$ cat config.mk
export PLATFORM = sky130hd
export DESIGN_NAME = bpt_shift
export DESIGN_NICKNAME = d
export VERILOG_FILES = /design/src/design/bookmark_position_table_core_defines.svh /design/src/design/bpt_shift.sv
export SDC_FILE = /design/constraint.sdc
export NUM_CORES = 1
export LEC_CHECK = 0
export ABC_CLOCK_PERIOD_IN_PS = 5610
export BUFFER_PORTS_ARGS = -buffer_cell sky130_fd_sc_hd__buf_2
export CORE_AREA = 4 4 150 152
export DETAILED_ROUTE_END_ITERATION = 16
export DIE_AREA = 0 0 154 156
export GPL_TIMING_DRIVEN = 0
export SLEW_MARGIN = 25
export SYNTH_ARGS = -nofsm -noshare
export SYNTH_HDL_FRONTEND = slang
export SYNTH_SLANG_ARGS = --single-unit
$ cat constraint.sdc
create_clock -name vclk -period 5.61
set_clock_uncertainty 0.1 [all_clocks]
set_input_delay 0.561 -clock vclk [all_inputs]
set_output_delay 0.561 -clock vclk [all_outputs]
set_load 0.01 [all_outputs]
$ cat src/design/bookmark_position_table_core_defines.svh
// Assertion macros shared by the bookmark table RTL.
// Expects clk and rst_n in the scope of each use.
`ifndef BOOKMARK_POSITION_TABLE_CORE_DEFINES_SVH
`define BOOKMARK_POSITION_TABLE_CORE_DEFINES_SVH

// same-cycle implication, checked outside reset
`define BPT_ASSERT_NOW(lbl, ante, cons, msg) \
  lbl: assert property (@(posedge clk) disable iff (!rst_n) (ante) |-> (cons)) \
    else $error(msg);

// next-cycle implication, checked outside reset
`define BPT_ASSERT_NEXT(lbl, ante, cons, msg) \
  lbl: assert property (@(posedge clk) disable iff (!rst_n) (ante) |=> (cons)) \
    else $error(msg);

`endif

$ cat src/design/bpt_shift.sv
// Position adjust unit for one buffer edit, shared by all stored positions.
// Purely combinational; no package dependencies.
`default_nettype none

module bpt_shift #(
  parameter int POS_BITS = 24
) (
  input  wire logic [POS_BITS-1:0] sh_p,
  input  wire logic [POS_BITS-1:0] sh_at,
  input  wire logic [POS_BITS-1:0] sh_ins,
  input  wire logic [POS_BITS-1:0] sh_del,
  output logic      [POS_BITS-1:0] sh_res,
  output logic                     sh_is_before
);

  logic [POS_BITS:0] at_del;
  logic              past_del;
  logic [POS_BITS:0] moved;

  always_comb begin
    sh_is_before = (sh_at > sh_p);
    at_del       = {1'b0, sh_at} + {1'b0, sh_del};
    past_del     = (at_del <= {1'b0, sh_p});
    // p >= at + del here, so p - del cannot wrap
    moved        = {1'b0, sh_p - sh_del} + {1'b0, sh_ins};
    if (sh_is_before) begin
      sh_res = sh_p;
    end else if (past_del) begin
      sh_res = moved[POS_BITS] ? {POS_BITS{1'b1}} : moved[POS_BITS-1:0];
    end else begin
      sh_res = sh_at;
    end
  end

endmodule

`default_nettype wire

# Word level (Yosys, flattened, before mapping)
# Index checks and enable logic that the tools add are counted.
dict set report word_totals {
  regBits 0
  in_bits 96
  out_inout_bits 25
  elab_cells 8
}
dict set report op_classes {
  add_sub_neg 3
  magnitude_cmp 2
  muxes 3
}
# cell count
set ops {}
lappend ops {{$mux 24} 3}
lappend ops {{$add 24x24->25} 2}
lappend ops {{$le 25x24->1} 1}
lappend ops {{$gt 24x24->1} 1}
lappend ops {{$sub 24x24->24} 1}

# Logic depth before layout (Yosys ltp)
dict set report logic_depth {
  depth_word 5
  mapped_depth 22
  mapped_depth_nobuf 20
}

# Worst setup path after synthesis
# OpenSTA, ideal clock, no wires.
dict set report synth_path {
  kind {in2out}
  startpoint {input port sh_at[0]}
  endpoint {output port sh_res[15]}
  arrival_ns 4.844
  required_ns 4.949
  setup_slack_ns 0.105
  stages 20
  n_path_buf 0
  path_cell_list {ha_1 -> inv_1 -> fa_1 -> nor2b_1 -> o31a_1 -> o41a_2 -> a211oi_2 -> o21ai_1 -> a31oi_1 -> nor4bb_1 -> a211o_1 -> ha_1 -> a211o_1 -> a21oi_1 -> o21ai_0 -> a211o_1 -> a211oi_4 -> o2111ai_4 -> o32a_1 -> mux2_2}
}
dict set report synth_via {
  elab_chain_cells 4
  word_cells_on_any_way 5
  cone_classes {add/sub: 1; order compare: 2; mux: 2}
}
# element line_no
set synth_rtl {}
lappend synth_rtl {{from (decl)} bpt_shift.sv:9} ;# input wire logic [POS_BITS-1:0] sh_at,
lappend synth_rtl {{$add 24x24->25} bpt_shift.sv:22} ;# at_del = {1'b0, sh_at} + {1'b0, sh_del};
lappend synth_rtl {{$le 25x24->1} bpt_shift.sv:23} ;# past_del = (at_del <= {1'b0, sh_p});
lappend synth_rtl {{$mux 24} bpt_shift.sv:28} ;# end else if (past_del) begin
lappend synth_rtl {{$mux 24 *} bpt_shift.sv:26} ;# if (sh_is_before) begin
lappend synth_rtl {{to (decl)} bpt_shift.sv:12} ;# output logic [POS_BITS-1:0] sh_res,
# Every way passes the cells marked *; elsewhere a longest branch is shown, timed or not.

# Worst setup path after layout
dict set report layout_path {
  startpoint {input port sh_at[2]}
  endpoint {output port sh_res[15]}
}
# The elaborated chain is that of the path after synthesis.

==> flow_metrics.env <==
export IMPL_total_power_mw=1.28
export IMPL_syn_area_per_cell_um2=7.20
export IMPL_hold_path_startpoint="sh_p[0]"
export IMPL_min_to="sh_res[0]"
export IMPL_dr_total_vias=5886
export IMPL_cp_start_kind="primary input"
export IMPL_grtUsageTotal=0.147
export IMPL_mostFrequentLayoutCell="ha_1"
export IMPL_core_area_um2=21000
export IMPL_grt_max_degree=11
export IMPL_syn_to_final_growth_pct=27.8
export IMPL_wire_per_inst_um=17.0
export IMPL_cap_viol_max_count=0
export IMPL_grt_pass1_wl_um=29000
export IMPL_hold_buffers=0
export IMPL_path_class="in -> out"
export IMPL_ios=121
export IMPL_fmax_mhz=169
export IMPL_fin_setup_tns_ns=-4.88
export IMPL_p_leak_nw=3.23
export IMPL_die_w_um=154
export IMPL_dp_hpwl_um=17000
export IMPL_start_util=0.250
export IMPL_gp_congestion=1.03
export IMPL_post_route_drc_count=0
export IMPL_syn_area_um2=5250
export IMPL_design_seq_count=0
export IMPL_synth_cell_types=75
export IMPL_min_period_ns=5.90
export IMPL_power_switching_uw=709
export IMPL_worstMarginPinSlew_ns=0.770
export IMPL_synthesis_nets=949
export IMPL_relSlewSlack=0.487
export IMPL_fin_area_um2=6710
export IMPL_syn_inst=729
export IMPL_finalHoldViolCount=0
export IMPL_violations="setup timing"
export IMPL_std_cell_rows=53
export IMPL_dr_pass1_iters=4
export IMPL_drt_initial_drc_count=350
export IMPL_power_internal_uw=569
export IMPL_port_buffers=121
export IMPL_drive_above_1_share=0.231
export IMPL_antenna_found_initial=2
export IMPL_finalSetupViolCount=24
export IMPL_cp_arrival_ns=5.24
export IMPL_fin_crit_sh=1.05
export IMPL_die_h_um=156
export IMPL_required_ns=4.95
export IMPL_layout_common_cells="118 x ha_1, 115 x buf_2, 72 x inv_1"
export IMPL_fillers=2242
export IMPL_gr_total_overflow=0
export IMPL_min_path_cells=3
export IMPL_critPathMaxFanout=4
export IMPL_p_comb_frac=1.000
export IMPL_p_per_area_nw_per_um2=191
export IMPL_finalCoreUtilization=0.319
export IMPL_place_area_um2=6200
export IMPL_yosys_warnings=0
export IMPL_slew_viol_final=0
export IMPL_rsz0062_at_grt="true"
export IMPL_routed_via_density=5.13
export IMPL_nClkBuffers=0
export IMPL_register_area_um2=0
export IMPL_p_sw_frac=0.555
export IMPL_seqPwrFrac=0
export IMPL_whs_ns=1.39
export IMPL_status="complete, but fails checks"
export IMPL_clkPwrFrac=0
export IMPL_fin_nets=1092
export IMPL_ir_drop_v=0.0000584
export IMPL_wirelength_um=19500
export IMPL_hold_class="in -> out"
export IMPL_first_global_vias=5594
export IMPL_ys_seq_area_frac=0
export IMPL_ant_nets=0
export IMPL_dieArea_um2=24000
export IMPL_worstSetupEndpointType="output pin"
export IMPL_layout_setup_ws_ns=-0.292
power by group through the flow:
| stage | Sequential [mW] | Clock [mW] | Combinational, mW |
|---|---|---|---|
| after floorplan | 0 | 0 | 0.794 |
| after global placement | 0 | 0 | 1.10 |
| after detailed placement | 0 | 0 | 1.11 |
| after CTS | 0 | 0 | 1.20 |
| after global routing | 0 | 0.0000000477 | 1.39 |
| final | 0 | 0.0000000477 | 1.28 |
timing repair:
item / in CTS / in global routing
endpoints found under the setup margin: 24 / 24
resized for setup: 61 / 21
buffers inserted: 11 / 8
pin swaps: 26 / 23
endpoints found under the hold margin: 0 / 0
cloned: 0 / 2
layout make-up:
| type | instances | area [µm²] | area share |
|---|---|---|---|
| tap | 275 | 344 | 0.0513 |
| multi-input combinational | 642 | 5140 | 0.767 |
| buffer | 12 | 76.3 | 0.0114 |
| timing repair buffer | 142 | 858 | 0.128 |
| inverter | 74 | 278 | 0.0414 |
| antenna | 2 | 5.00 | 0.000746 |
kinds of logic (layout without fill, tap and decap cells):
group           after synthesis  after routing  synth area share
compound gates              258            258             0.334
xor+xnor                     55             55            0.0918
fa+ha+maj                   124            124             0.300
buf+inv                      87            228            0.0630
mux                          11             11            0.0224
other cells                   0              2                 0
simple gates                194            194             0.189
cell usage after synthesis (all sizes together) (3+ instances only):
master | number | area share
nor2 | 48 | 0.034
and2 | 3 | 0.0036
a221oi | 3 | 0.0050
a211oi | 10 | 0.019
a21o | 25 | 0.036
o21ai | 56 | 0.053
fa | 3 | 0.011
xnor2 | 40 | 0.067
o21a | 9 | 0.013
nand4 | 14 | 0.018
a211o | 5 | 0.0083
mux2i | 5 | 0.0095
buf | 3 | 0.0029
nor2b | 13 | 0.016
nand2 | 42 | 0.030
a21boi | 4 | 0.0057
o2111ai | 3 | 0.0083
or3 | 6 | 0.0072
nor3 | 13 | 0.012
mux2 | 6 | 0.013
o211ai | 11 | 0.016
a2111oi | 4 | 0.010
nand3b | 5 | 0.0072
o22ai | 16 | 0.019
o2bb2ai | 5 | 0.0083
inv | 74 | 0.053
a31oi | 11 | 0.013
clkbuf | 10 | 0.0072
nand3 | 23 | 0.022
nand2b | 8 | 0.0095
a2bb2oi | 5 | 0.0083
a21oi | 65 | 0.062
xor2 | 15 | 0.025
and3 | 7 | 0.0083
ha | 121 | 0.29
metrics by stage:
| stage | worst slack, ns | instances |
|---|---|---|
| finish | -0.292 | 1147 |
| detailed placement | -0.905 | 1125 |
| global placement | -0.918 | 1125 |
| global route | -0.474 | 1147 |
| floorplan | 0.105 | 729 |
| CTS | -0.271 | 1136 |
critical path, cell delays in order:
cell       delay, ns
buf_2           0.14
ha_4            0.26
nor2b_2         0.15
o31a_1          0.31
o41a_4          0.38
a211oi_4        0.25
buf_4           0.16
o21ai_2         0.05
a21oi_2         0.14
xnor2_1         0.15
ha_1            0.29
nand4_1         0.16
nor4_4          0.09
buf_4           0.14
a21boi_1        0.14
or4_4           0.51
a211oi_4        0.33
o2111ai_4       0.22
o32a_1          0.38
mux2_4          0.30
buf_6           0.13
layer usage:
metal / wire, µm / global-route usage
met5: 0 / 0
met4: 755 / 0.0412
met3: 457 / 0.00388
met2: 10100 / 0.283
met1: 8190 / 0.179
worst max path at each step:
stage / from / end / slack [ns] / cells after the start
2_1_floorplan: sh_at[0] / sh_res[15] / 0.11 / 20
3_3_place_gp: sh_at[0] / sh_res[12] / -0.92 / 24
3_5_place_dp: sh_at[0] / sh_res[12] / -0.90 / 24
4_1_cts: sh_del[0] / sh_res[15] / -0.27 / 22
5_1_grt: sh_at[0] / sh_res[15] / -0.47 / 22
6_report: sh_at[2] / sh_res[15] / -0.29 / 21
(Power assumes the default switching activity.)
